[src/rtl/ssh_pkg.sv]
package ssh_pkg;

    localparam int MAX_ENTRIES = 256;
    localparam int MAX_DEPTH   = 32;
    localparam int DATA_W      = 64;
    localparam int ENTRY_W     = 8;
    localparam int FRAME_W     = 5;
    localparam int DEPTH_W     = 6;
    localparam int USED_W      = 9;

    localparam logic [USED_W-1:0]  ENTRY_LIMIT = USED_W'(MAX_ENTRIES);
    localparam logic [DEPTH_W-1:0] DEPTH_LIMIT = DEPTH_W'(MAX_DEPTH);

    typedef enum logic [1:0] {
        CMD_FRAME = 2'd0,
        CMD_READ  = 2'd1,
        CMD_CLEAR = 2'd2,
        CMD_NONE  = 2'd3
    } t_command;

    typedef enum logic [3:0] {
        ST_IDLE,
        ST_ENT,
        ST_DEP,
        ST_FRMA,
        ST_FRMB,
        ST_NEW,
        ST_CRD,
        ST_CWR,
        ST_META,
        ST_URD,
        ST_UWR,
        ST_RWAIT,
        ST_OUT
    } t_state;

    typedef struct packed {
        logic push;
        logic clear;
        logic start;
        logic rd_load;
        logic e_inc;
        logic k_clr;
        logic k_inc;
        logic drop;
        logic wr_frame;
        logic wr_meta;
        logic calc;
        logic upd;
        logic load_out;
    } t_cmd;

    typedef struct packed {
        logic e_at_used;
        logic full;
        logic depth_eq;
        logic pdepth_zero;
        logic frm_eq;
        logic k_last;
        logic out_free;
    } t_sts;

endpackage

[src/rtl/ssh_ctrl.sv]
module ssh_ctrl
    import ssh_pkg::*;
(
    input  logic       i_clk,
    input  logic       i_rst_n,
    input  logic       i_valid,
    input  logic [1:0] i_command,
    input  logic       i_last_frame,
    input  t_sts       i_sts,
    output t_cmd       o_cmd,
    output logic       o_stall
);

    t_state r_state;
    t_state n_state;
    t_command w_command;

    assign w_command = t_command'(i_command);

    always_ff @(posedge i_clk) begin
        if (!i_rst_n) begin
            r_state <= ST_IDLE;
        end else begin
            r_state <= n_state;
        end
    end

    always_comb begin
        n_state = r_state;
        o_cmd   = '0;
        o_stall = (r_state != ST_IDLE);
        unique case (r_state)
            ST_IDLE: begin
                if (i_valid) begin
                    unique case (w_command)
                        CMD_FRAME: begin
                            o_cmd.push = 1'b1;
                            if (i_last_frame) begin
                                o_cmd.start = 1'b1;
                                n_state = ST_ENT;
                            end
                        end
                        CMD_READ: begin
                            o_cmd.rd_load = 1'b1;
                            n_state = ST_RWAIT;
                        end
                        CMD_CLEAR: o_cmd.clear = 1'b1;
                        default: ;
                    endcase
                end
            end
            ST_ENT: begin
                n_state = i_sts.e_at_used ? ST_NEW : ST_DEP;
            end
            ST_DEP: begin
                if (i_sts.depth_eq) begin
                    o_cmd.k_clr = 1'b1;
                    n_state = i_sts.pdepth_zero ? ST_URD : ST_FRMA;
                end else begin
                    o_cmd.e_inc = 1'b1;
                    n_state = ST_ENT;
                end
            end
            ST_FRMA: n_state = ST_FRMB;
            ST_FRMB: begin
                priority if (!i_sts.frm_eq) begin
                    o_cmd.e_inc = 1'b1;
                    n_state = ST_ENT;
                end else if (i_sts.k_last) begin
                    n_state = ST_URD;
                end else begin
                    o_cmd.k_inc = 1'b1;
                    n_state = ST_FRMA;
                end
            end
            ST_NEW: begin
                priority if (i_sts.full) begin
                    o_cmd.drop = 1'b1;
                    n_state = ST_OUT;
                end else if (i_sts.pdepth_zero) begin
                    n_state = ST_META;
                end else begin
                    o_cmd.k_clr = 1'b1;
                    n_state = ST_CRD;
                end
            end
            ST_CRD: n_state = ST_CWR;
            ST_CWR: begin
                o_cmd.wr_frame = 1'b1;
                if (i_sts.k_last) begin
                    n_state = ST_META;
                end else begin
                    o_cmd.k_inc = 1'b1;
                    n_state = ST_CRD;
                end
            end
            ST_META: begin
                o_cmd.wr_meta = 1'b1;
                n_state = ST_URD;
            end
            ST_URD: begin
                o_cmd.calc = 1'b1;
                n_state = ST_UWR;
            end
            ST_UWR: begin
                o_cmd.upd = 1'b1;
                n_state = ST_OUT;
            end
            ST_RWAIT: n_state = ST_OUT;
            ST_OUT: begin
                if (i_sts.out_free) begin
                    o_cmd.load_out = 1'b1;
                    n_state = ST_IDLE;
                end
            end
            default: n_state = ST_IDLE;
        endcase
    end

    a_busy_stall: assert property (@(posedge i_clk) disable iff (!i_rst_n)
        (r_state != ST_IDLE) |-> o_stall)
        else $error("input taken while busy");
    a_search_start: assert property (@(posedge i_clk) disable iff (!i_rst_n)
        (o_cmd.start) |=> (r_state == ST_ENT))
        else $error("search did not start");
    a_out_one: assert property (@(posedge i_clk) disable iff (!i_rst_n)
        (o_cmd.load_out) |=> (r_state == ST_IDLE))
        else $error("result load without return to idle");

endmodule

[config.mk]
export PLATFORM = sky130hd
export DESIGN_NAME = ssh_ctrl
export DESIGN_NICKNAME = d
export VERILOG_FILES = /design/src/rtl/ssh_pkg.sv /design/src/rtl/ssh_ctrl.sv
export SDC_FILE = /design/constraint.sdc
export NUM_CORES = 1
export LEC_CHECK = 0
export ABC_AREA = 1
export BUFFER_PORTS_ARGS = -buffer_cell sky130_fd_sc_hd__buf_2
export CAP_MARGIN = 0
export CORE_AREA = 3 3 41 43
export DETAILED_ROUTE_END_ITERATION = 8
export DIE_AREA = 0 0 44 46
export PLACE_DENSITY_LB_ADDON = 0.3
export SYNTH_ARGS = -nofsm -noshare
export SYNTH_HDL_FRONTEND = slang
export SYNTH_SLANG_ARGS = --single-unit
[constraint.sdc]
create_clock -name i_clk -period 1 [get_ports i_clk]
set_input_delay 0.1 -clock i_clk [delete_from_list [all_inputs] [get_ports i_clk]]
set_output_delay 0.1 -clock i_clk [all_outputs]
set_load 0.005 [all_outputs]
==> reports/qor.yml <==
run_status: "finished with violations"
violations: "setup timing"
fin_crit_sh_pct: 136
buffer_ports.inserted: 26
grt-busiest-layer: "met2"
crit_path_setup_slack_layout_ns: -0.355
h_tree_levels: 1
syn_avg_cell_area_um2: 5.47
std_cell_rows: 13
post_synth_fa_ha_maj_area_fraction_pct: 0
hold_violations: 0
clkTransAtPathRegs_ns: 0.04
detail_route.drc_violations: 0
synth_simple_gate_area_share_pct: 59.5
postSynthCellCount: 92
cts.path.max_buffers: 2
antenna_cells: 0
maxSlewViolCount: 0
detail_route.wirelength_um: 1770
yosysWarnings: 0
drt_iter0_markers: 18
area_added_between_synthesis_and_finish_pct: 85.3
overflow: 0
crit_path_cell_trace: "inv_4 > nor2_4 > nand3_2 > a21oi_2 > buf_2"
tritoncts: "built"
finalWorstPathRequiredPeriod_ns: 1.36
ys_ff_latch: 4
clk-insertion-delay-late_ns: 0.24
category_of_the_worst_setup_path_capture_point: "output pin"
floorplan.io_pins: 27
clock_sink_count: 4
detail_route.vias_per_cell: 5.01
fp.dieW_um: 44
register_with_the_most_flip_flops: "r_state"
finish.instance_area_um2: 932
top_regs: "r_state x4"
dr_total_vias: 776
fin_cells: 155
met3_usage_in_global_routing_pct: 2.77
grtUsageMet2_pct: 32.8
critPathLaunchType: "flip-flop"
first_pass_iters: 4
detail-route-antenna-nets: 0
first_pass_grt_wire_length_um: 2690
tot_gr_track_use_pct: 17.8
arrival_ns: 1.26
number_of_global_route_vias_before_repair: 681
routabilityCongestion: 0.781
layout_commonest_cell: "buf_2"
postSynthNetCount: 105
dp_hpwl_um: 1200
final_core_util_pct: 69.9
mux_share_of_post_synthesis_cell_area_pct: 0
ys_types: 20
root_buffer: "clkbuf_4"
synth_top_family_by_area: "simple AND/OR/NAND/NOR gates"
clock_power_share_pct: 16.8
detail_route.wl_per_cell_um: 11.4
crit_slowest_cell: "dfxtp_4"
initial_core_util_pct: 37.7
cap_violations: 0
largest_reg_flops: 4
maxSlewHeadroom_pct: 77.2
critical_path_required_ns: 0.90
leakagePower_nw: 0.543
core-area_um2: 1330
clock_skews_ns: 0.000718
p_int_mw: 0.736
pwr-share-seq_pct: 21.3
power_switching_mw: 0.594
finish.net_count: 154
power.density_nw_per_um2: 1430
power.share.switching_pct: 44.6
timing_worst_slew_pin_value_ns: 0.341
setup-violations-final: 18
grt_max_degree: 8
synthesis.area_um2: 503
timing.fmax_ghz: 0.738
final_layout_size_suffix_gt1_share_pct: 62.1
dieHeight_um: 46
detailedPlace.worstSlack_ns: -0.172
crit_path_max_fanout: 5
critical_path.max_stage_delay_ns: 0.38
power.total_mw: 1.33
holdWs_ns: 0.0561
placed_cell_area_um2: 732
min-delay-path-class: "in2reg"
dieArea_um2: 2020
place.detailed.instances: 141
rrSetupSlack_ns: -0.32
rsz0062_at_grt: "yes"
synth_compound_gate_area_share_pct: 8.96
cts_made_buffers: 3
commonest_non_fill_non_tap_cells_in_the_layout: "buf_2 (26), buf_4 (17), inv_1 (15)"
area_share_of_xor_xnor_cells_in_the_synthesized_design_pct: 0
synth_seq_area_share_pct: 15.9
gr-usage-met1_pct: 19.8
comb_power_share_pct: 61.9
irDropWorstVdd_mv: 1.11
timing.setup.tns_ns: -5.00
number_of_antenna_violations_at_the_first_check_in_global_routing: 0
path_class: "reg2out"
[path summary, 6_finish.rpt]
| check | startpoint | to | cells after the start |
|---|---|---|---|
| hold / removal | i_rst_n | r_state[2]$_SDFFE_PN0P_ | 3 |
| hold reg to reg | r_state[0]$_SDFFE_PN0P_ | r_state[0]$_SDFFE_PN0P_ | 3 |
| setup / recovery | r_state[2]$_SDFFE_PN0P_ | o_cmd[6] | 5 |
| setup reg to reg | r_state[2]$_SDFFE_PN0P_ | r_state[1]$_SDFFE_PN0P_ | 9 |
[cells by family (layout without fill, tap and decap cells)]
| family | count (synthesis) | after routing |
|---|---|---|
| AOI/OAI and AO/OA | 8 | 8 |
| buffers and inverters | 21 | 69 |
| DFF | 4 | 4 |
| and+or+nand+nor | 59 | 59 |
[critical path: cells and delay by family, from the launching register on]
kind,cells,cell delay [ns]
flops,1,0.38
buf+inv,2,0.19
compound gates,1,0.17
simple gates,2,0.28
[synthesized netlist by cell type]
cell type	instances	area share [%]
a21oi_1	3	3.0
a21oi_2	1	1.7
dfxtp_1	4	16
inv_1	17	13
inv_2	4	3.0
nand2_1	18	13
nand2_2	1	1.2
nand3_1	10	10
nand3b_1	1	1.5
nand4_1	1	1.2
nand4_2	1	2.5
nor2_1	13	9.7
nor2_2	3	3.7
nor2_4	3	6.7
nor3_1	5	5.0
nor3_2	1	2.0
nor4_1	2	2.5
o21ai_0	2	2.0
o21ai_1	1	0.99
o22ai_1	1	1.2
[layout make-up]
type / count / area (um^2)
Clock buffer: 4 / 26.3
Multi-Input combinational cell: 67 / 439
Timing Repair Buffer: 44 / 269
Fill cell: 115 / 402
Inverter: 21 / 83.8
Sequential cell: 4 / 95.1
Tap cell: 15 / 18.8
[per-layer routing]
metal  part of all wire, %  routed length (um)
met5                     0                   0
met4                   2.5                  44
met3                   5.9                 104
met2                    53                 935
met1                    39                 689
[power groups by stage]
stage / Sequential, mW / Clock (mW) / Combinational, mW
2_1_floorplan: 0.266 / 0 / 0.366
3_3_place_gp: 0.276 / 0 / 0.548
3_5_place_dp: 0.276 / 0 / 0.560
4_1_cts: 0.277 / 0.239 / 0.662
5_1_grt: 0.290 / 0.247 / 0.906
6_report: 0.283 / 0.224 / 0.823
[timing repair]
action	4_1_cts	5_1_grt
resized for setup	14	15
gates cloned	0	0
hold buffers	0	0
pin swaps	7	9
setup endpoints to repair	18	18
buffers inserted	5	5
Power figures use the tool's default switching activity.
